## src/sv/pct_pkg.sv

```systemverilog
// ----------------------------------------------------------------------------
// pct_pkg : shared types and constants of the polygon convexity test
// Item, result and job formats, turn direction codes.
// ----------------------------------------------------------------------------
package pct_pkg;

  localparam int COORD_BITS = 24;
  localparam int DIFF_BITS  = COORD_BITS + 1;
  localparam int PROD_BITS  = 2 * DIFF_BITS;
  // turn^2 shifted by 64 and tol^2*|ab|^2*|bc|^2 both fit here
  localparam int WIDE_BITS  = 4 * DIFF_BITS + 64;
  localparam int JOBQ_DEPTH = 4;
  localparam int RESQ_DEPTH = 2;

  localparam logic [1:0] DIR_NONE = 2'd0;
  localparam logic [1:0] DIR_CCW  = 2'd1;
  localparam logic [1:0] DIR_CW   = 2'd2;

  localparam logic [1:0] REG_STRICT = 2'd0;
  localparam logic [1:0] REG_TOL    = 2'd1;

  typedef struct packed {
    logic signed [COORD_BITS-1:0] vertex_x;
    logic signed [COORD_BITS-1:0] vertex_y;
    logic                         last_vertex;
  } vertex_t;

  typedef struct packed {
    logic       is_convex;
    logic [1:0] turn_direction;
    logic       too_few_vertices;
  } result_t;

  typedef enum logic [1:0] {
    JOB_SCORE,
    JOB_LAST,
    JOB_FEW
  } job_kind_t;

  typedef struct packed {
    job_kind_t                    kind;
    logic signed [COORD_BITS-1:0] ax;
    logic signed [COORD_BITS-1:0] ay;
    logic signed [COORD_BITS-1:0] bx;
    logic signed [COORD_BITS-1:0] by;
    logic signed [COORD_BITS-1:0] cx;
    logic signed [COORD_BITS-1:0] cy;
  } job_t;

endpackage

```

## src/sv/pct_back.sv

```systemverilog
// ----------------------------------------------------------------------------
// pct_back : turn scoring engine
// Exact cross product, tolerance test by shift-add, sign tracking per ring.
// ----------------------------------------------------------------------------
module pct_back import pct_pkg::*; (
  input  logic        clk,
  input  logic        rst,
  input  logic        strict_mode,
  input  logic [31:0] collinear_tolerance,
  input  job_t        job_in,
  input  logic        job_empty,
  output logic        job_pop,
  input  logic        res_full,
  output logic        res_push,
  output result_t     res
);

  typedef enum logic [3:0] {
    B_IDLE, B_DIFF, B_MP, B_MQ, B_TURN, B_M1, B_M2, B_M3, B_M4,
    B_ST2, B_STOL, B_SR1, B_SR2, B_FIN
  } bstate_t;

  bstate_t bstate;
  job_t    job;
  logic signed [DIFF_BITS-1:0] abx, aby, bcx, bcy;
  logic signed [DIFF_BITS-1:0] ma, mb;
  logic signed [PROD_BITS-1:0] prod, p, q;
  logic signed [PROD_BITS:0]   turn;
  logic [PROD_BITS-1:0] tmag, sq, l1, l2;
  logic                 neg;
  logic [WIDE_BITS-1:0] acc, mcand, mplier, lhs;
  logic [1:0]           turn_sign;
  logic                 sign_broken;
  logic [1:0]           sdir;

  assign prod    = ma * mb;
  assign turn    = (PROD_BITS+1)'(p) - (PROD_BITS+1)'(q);
  assign job_pop = (bstate == B_IDLE) && !job_empty && !res_full;
  assign sdir    = neg ? DIR_CW : DIR_CCW;

  always_comb begin
    ma = abx;
    mb = bcy;
    case (bstate)
      B_MQ: begin ma = aby; mb = bcx; end
      B_M1: begin ma = abx; mb = abx; end
      B_M2: begin ma = aby; mb = aby; end
      B_M3: begin ma = bcx; mb = bcx; end
      B_M4: begin ma = bcy; mb = bcy; end
      default: ;
    endcase
  end

  assign res_push = (bstate == B_FIN) && (job.kind != JOB_SCORE);
  always_comb begin
    if (job.kind == JOB_FEW) begin
      res = '{is_convex: 1'b0, turn_direction: DIR_NONE, too_few_vertices: 1'b1};
    end else begin
      res = '{is_convex: !sign_broken && (turn_sign != DIR_NONE),
              turn_direction: turn_sign, too_few_vertices: 1'b0};
    end
  end

  always_ff @(posedge clk) begin
    if (rst) begin
      bstate      <= B_IDLE;
      turn_sign   <= DIR_NONE;
      sign_broken <= 1'b0;
    end else begin
      unique case (bstate)
        B_IDLE: begin
          if (job_pop) begin
            job    <= job_in;
            bstate <= (job_in.kind == JOB_FEW) ? B_FIN : B_DIFF;
          end
        end
        B_DIFF: begin
          abx    <= DIFF_BITS'(job.bx) - DIFF_BITS'(job.ax);
          aby    <= DIFF_BITS'(job.by) - DIFF_BITS'(job.ay);
          bcx    <= DIFF_BITS'(job.cx) - DIFF_BITS'(job.bx);
          bcy    <= DIFF_BITS'(job.cy) - DIFF_BITS'(job.by);
          bstate <= B_MP;
        end
        B_MP: begin
          p      <= prod;
          bstate <= B_MQ;
        end
        B_MQ: begin
          q      <= prod;
          bstate <= B_TURN;
        end
        B_TURN: begin
          neg  <= turn[PROD_BITS];
          tmag <= turn[PROD_BITS] ? PROD_BITS'(-turn) : PROD_BITS'(turn);
          if (turn == '0) begin
            if (strict_mode) begin
              sign_broken <= 1'b1;
            end
            bstate <= B_FIN;
          end else if (strict_mode) begin
            if (turn_sign == DIR_NONE) begin
              turn_sign <= turn[PROD_BITS] ? DIR_CW : DIR_CCW;
            end else if (turn_sign != (turn[PROD_BITS] ? DIR_CW : DIR_CCW)) begin
              sign_broken <= 1'b1;
            end
            bstate <= B_FIN;
          end else begin
            bstate <= B_M1;
          end
        end
        B_M1: begin
          sq     <= $unsigned(prod);
          bstate <= B_M2;
        end
        B_M2: begin
          l1     <= sq + $unsigned(prod);
          bstate <= B_M3;
        end
        B_M3: begin
          sq     <= $unsigned(prod);
          bstate <= B_M4;
        end
        B_M4: begin
          l2     <= sq + $unsigned(prod);
          acc    <= '0;
          mcand  <= WIDE_BITS'(tmag);
          mplier <= WIDE_BITS'(tmag);
          bstate <= B_ST2;
        end
        B_ST2, B_STOL, B_SR1, B_SR2: begin
          if (mplier != '0) begin
            if (mplier[0]) begin
              acc <= acc + mcand;
            end
            mcand  <= mcand << 1;
            mplier <= mplier >> 1;
          end else begin
            acc <= '0;
            case (bstate)
              B_ST2: begin
                lhs    <= acc << 64;
                mcand  <= WIDE_BITS'(collinear_tolerance);
                mplier <= WIDE_BITS'(collinear_tolerance);
                bstate <= B_STOL;
              end
              B_STOL: begin
                mcand  <= acc;
                mplier <= WIDE_BITS'(l1);
                bstate <= B_SR1;
              end
              B_SR1: begin
                mcand  <= acc;
                mplier <= WIDE_BITS'(l2);
                bstate <= B_SR2;
              end
              default: begin
                // counts only when clearly off the line
                if (lhs > acc) begin
                  if (turn_sign == DIR_NONE) begin
                    turn_sign <= sdir;
                  end else if (turn_sign != sdir) begin
                    sign_broken <= 1'b1;
                  end
                end
                bstate <= B_FIN;
              end
            endcase
          end
        end
        B_FIN: begin
          if (job.kind != JOB_SCORE) begin
            turn_sign   <= DIR_NONE;
            sign_broken <= 1'b0;
          end
          bstate <= B_IDLE;
        end
        default: bstate <= B_IDLE;
      endcase
    end
  end

endmodule

```

## config.mk

```make
export PLATFORM = sky130hd
export DESIGN_NAME = pct_back
export DESIGN_NICKNAME = d
export VERILOG_FILES = /design/src/sv/pct_pkg.sv /design/src/sv/pct_back.sv
export SDC_FILE = /design/constraint.sdc
export NUM_CORES = 2
export LEC_CHECK = 0
export BUFFER_PORTS_ARGS = -buffer_cell sky130_fd_sc_hd__buf_2
export CAP_MARGIN = 20
export CORE_MARGIN = 1
export CORE_UTILIZATION = 29
export CTS_BUF_LIST = sky130_fd_sc_hd__clkbuf_16
export DETAILED_ROUTE_END_ITERATION = 12
export PLACE_DENSITY = 0.42
export SLEW_MARGIN = 5
export SYNTH_ARGS = -nofsm -noshare
export SYNTH_HDL_FRONTEND = slang
export SYNTH_SLANG_ARGS = --single-unit
export TNS_END_PERCENT = 10
```

## constraint.sdc

```tcl
create_clock -name clk -period 18.12 [get_ports clk]
set_input_delay 1.812 -clock clk [delete_from_list [all_inputs] [get_ports clk]]
set_output_delay 1.812 -clock clk [all_outputs]
set_load 0.05 [all_outputs]
```

==> out/results.ini <==
[outcome]
run_status = finished clean

[clock_network]
cts_hold_buf = 0
cts.reportedPaths.clkPinSlew_ns = 0.06
cts_tree = yes
post_cts.resized_instances = 0
cts_setup_buffers = 0
worst_case_clock_buffer_depth = 4
clk_root_buffer_cell = sky130_fd_sc_hd__clkbuf_16
tritoncts_num_sinks = 1032
clk-insertion-delay-late_ns = 0.82
htreeDepth = 4
numCtsBuffers = 139

[hold_path]
hold_path_startpoint = acc[71]
end_point_of_the_worst_hold_path = lhs[135]
whs_path_depth = 0
holdCritPathClass = reg -> reg

[floorplanning]
initial_core_util_pct = 29.2
die_x_um = 538
placementRows = 196
area_of_the_die_um2 = 289000
floorplan.io_pins = 189
die_y_um = 538
core_area_um2 = 285000

[yosys]
avg_inst_size_synth_um2 = 9.94
ys_dominant_reg_cell = sky130_fd_sc_hd__edfxtp_1
number_of_nets_in_the_synthesized_netlist = 9835
synth.lib_cells_used.distinct = 96
synthDominantAreaCellType = sky130_fd_sc_hd__edfxtp_1
synthCells = 8386
yosysTopAreaCellShare_pct = 36.9
yosys-top-cells-area = sky130_fd_sc_hd__edfxtp_1, sky130_fd_sc_hd__fa_1, sky130_fd_sc_hd__ha_1, sky130_fd_sc_hd__inv_1, sky130_fd_sc_hd__nand2_1
asyncSetResetFlopFracSynth_pct = 0
synth-seq-cells = 1032
synth_warn = 0
post_synth_instance_area_um2 = 83300
seq_area_frac_synth_pct = 37.1
synth-edff-count = 1025

[critical_path]
crit_path_frequent_cell = sky130_fd_sc_hd__fa_1
ff2ff_setup_slack_ns = 4.37
critical_path.endpoint_type = register
critical_path_peak_fanout = 32
timing.critical_path.from_type = register
slowest_stage = sky130_fd_sc_hd__dfxtp_1
timing.critical_path.arrival_ns = 14.24
r2r-start = bstate[3]
timing_worst_setup_path_type = reg -> reg
worst_reg2reg_path_endpoint = l2[48]
crit_path_largest_cell_delay_ns = 0.82
r2r.worst_path.cells = 48
worst-endpoint-required_ns = 18.61

[timing]
timing.setup.tns_ns = 0
timing.hold.ws_ns = 0.503
rsz0062_at_grt = false
least_margin_pin_slew_ns = 1.13
max_freq_mhz = 72.8
finalHoldViolCount = 0
slew_violations = 0
slew_headroom_pct = 24.5
finClkSkew_ns = 0.0681
finalSetupViolCount = 0
final_period_minus_worst_setup_slack_ns = 13.75
post-route-period-util_pct = 75.9

[detailed_routing]
avgViaCountPerCell = 4.93
wire_per_inst_um = 21.9
drc = 0
routed-via-count = 61000
dr.pass1.iters = 9
detail_route.iter0.violations = 3483
detail_route.wirelength_um = 271000
antenna_left = 0

[global_routing]
global_route.overflow_total = 0
via_count_of_the_first_global_routing_pass = 64800
grt_start_max_net_pins = 141
groute.usage.overall_pct = 18.7
grt_pass1_wl_um = 408000
antenna_found_initial = 5

[layout]
multiInputGateArea_um2 = 47400
regArea_um2 = 30900
share_of_layout_cells_above_drive_strength_1_pct = 6.70
area_overhead_vs_synth_pct = 11.7
fin_nets = 9949
num-fill-cells = 29400

[placement]
replace_congestion = 0.897
dpl.hpwl_um = 219000
io_buffers = 188

[run]
drv.max_cap_violation_count = 0

cells by family after synthesis:
| group | share of synthesized area (%) |
|---|---|
| and+or+nand+nor | 12.9 |
| AOI/OAI and AO/OA | 13.9 |
| buffers and inverters | 6.28 |
| adders and majority gates | 25.0 |
| DFF | 37.1 |
| xor gates and xnor gates | 4.31 |
| muxes | 0.444 |
Yosys cell counts, types with 120 or more instances:
cell                       number
sky130_fd_sc_hd__ha_1         601
sky130_fd_sc_hd__xor2_1       135
sky130_fd_sc_hd__nor2_1       779
sky130_fd_sc_hd__nand4_1      122
sky130_fd_sc_hd__o21ai_0      508
sky130_fd_sc_hd__edfxtp_1    1025
sky130_fd_sc_hd__inv_1       1058
sky130_fd_sc_hd__nand3_1      120
sky130_fd_sc_hd__xnor2_1      272
sky130_fd_sc_hd__a21o_1       249
sky130_fd_sc_hd__clkbuf_1     303
sky130_fd_sc_hd__nand2_1      909
sky130_fd_sc_hd__fa_1         665
sky130_fd_sc_hd__a21oi_1      484
worst max-delay path by stage:
stage | startpoint | to | depth (start not counted)
CTS | bstate[3] | l1[48] | 48
global placement | bstate[3] | l1[49] | 36
detailed placement | bstate[3] | l1[48] | 48
global route | bstate[3] | l1[48] | 48
finish | bstate[3] | l2[48] | 48
floorplan | rst | mcand[0] | 3
layout make-up:
cell class	instances	area share (%)
multi-input combinational	5964	50.9
sequential	1032	33.2
tap	3762	5.06
inverter	1062	4.28
clock buffer	141	3.79
timing repair buffer	301	1.94
clock inverter	94	0.758
antenna	2	0.00538
per-layer routing:
layer  share of wire (%)  global-route usage (%)  vias up
li1                    -                       -    29100
met1                  40                    21.3    30200
met2                  52                    35.2     1202
met3                 3.2                    2.01      440
met4                 4.4                    7.74        0
met5                   0                       0        -
cell usage in the layout (no fill, tap or decap), types with 23 or more instances in the layout:
master and count:
sky130_fd_sc_hd__a222oi_1 41, sky130_fd_sc_hd__a211oi_1 31, sky130_fd_sc_hd__a21boi_0 34, sky130_fd_sc_hd__xnor2_1 272
sky130_fd_sc_hd__edfxtp_1 1025, sky130_fd_sc_hd__o21ai_0 501, sky130_fd_sc_hd__inv_1 1087, sky130_fd_sc_hd__o211ai_1 42
sky130_fd_sc_hd__a21oi_1 482, sky130_fd_sc_hd__a31oi_1 61, sky130_fd_sc_hd__ha_1 601, sky130_fd_sc_hd__a21o_1 249
sky130_fd_sc_hd__buf_2 189, sky130_fd_sc_hd__o21ai_1 31, sky130_fd_sc_hd__nor2_1 769, sky130_fd_sc_hd__nor4_1 41
sky130_fd_sc_hd__fa_1 665, sky130_fd_sc_hd__nor3_1 86, sky130_fd_sc_hd__nor2b_1 67, sky130_fd_sc_hd__or3_1 25
sky130_fd_sc_hd__o21bai_1 76, sky130_fd_sc_hd__or2_2 23, sky130_fd_sc_hd__mux2i_1 37, sky130_fd_sc_hd__xor2_1 135
sky130_fd_sc_hd__nand2b_1 65, sky130_fd_sc_hd__clkinv_1 29, sky130_fd_sc_hd__clkbuf_16 141, sky130_fd_sc_hd__buf_4 110
sky130_fd_sc_hd__and2_1 54, sky130_fd_sc_hd__and3_1 40, sky130_fd_sc_hd__nand3_1 119, sky130_fd_sc_hd__nand4_1 122
sky130_fd_sc_hd__nand2_1 908, sky130_fd_sc_hd__o21a_1 66
per-stage QoR:
stage | util (%) | setup WS [ns] | std cells | area [µm²]
floorplan | - | 3.85 | 8386 | 83300
global placement | 31.1 | 4.31 | 12100 | 88800
detailed placement | 31.1 | 4.37 | 12100 | 88800
CTS | 32.6 | 4.27 | 12400 | 93000
global route | 32.6 | 3.46 | 12400 | 93100
finish | 32.6 | 4.37 | 12400 | 93100
registers in the layout, summed over array words and instances (netlist names):
signal and cells:
bcy 25, job 146, tmag 50, sq 50, l1 50, l2 50, lhs 100, turn_sign 2
q 50, sign_broken 1, aby 25, mcand 164, mplier 50, bstate 4, abx 25, acc 164
bcx 25, p 50, neg 1
critical path, delay by kind of cell (launching register included):
kind	cells	cell delay, ns
compound gates	18	4.63
buf+inv	8	1.28
xor+xnor	2	0.42
fa+ha+maj	9	4.00
simple gates	11	2.20
flops	1	0.82
Power is left out: the tool's default activity adds up to more than one toggle a clock period on the data nets, which glitch-free logic cannot reach.
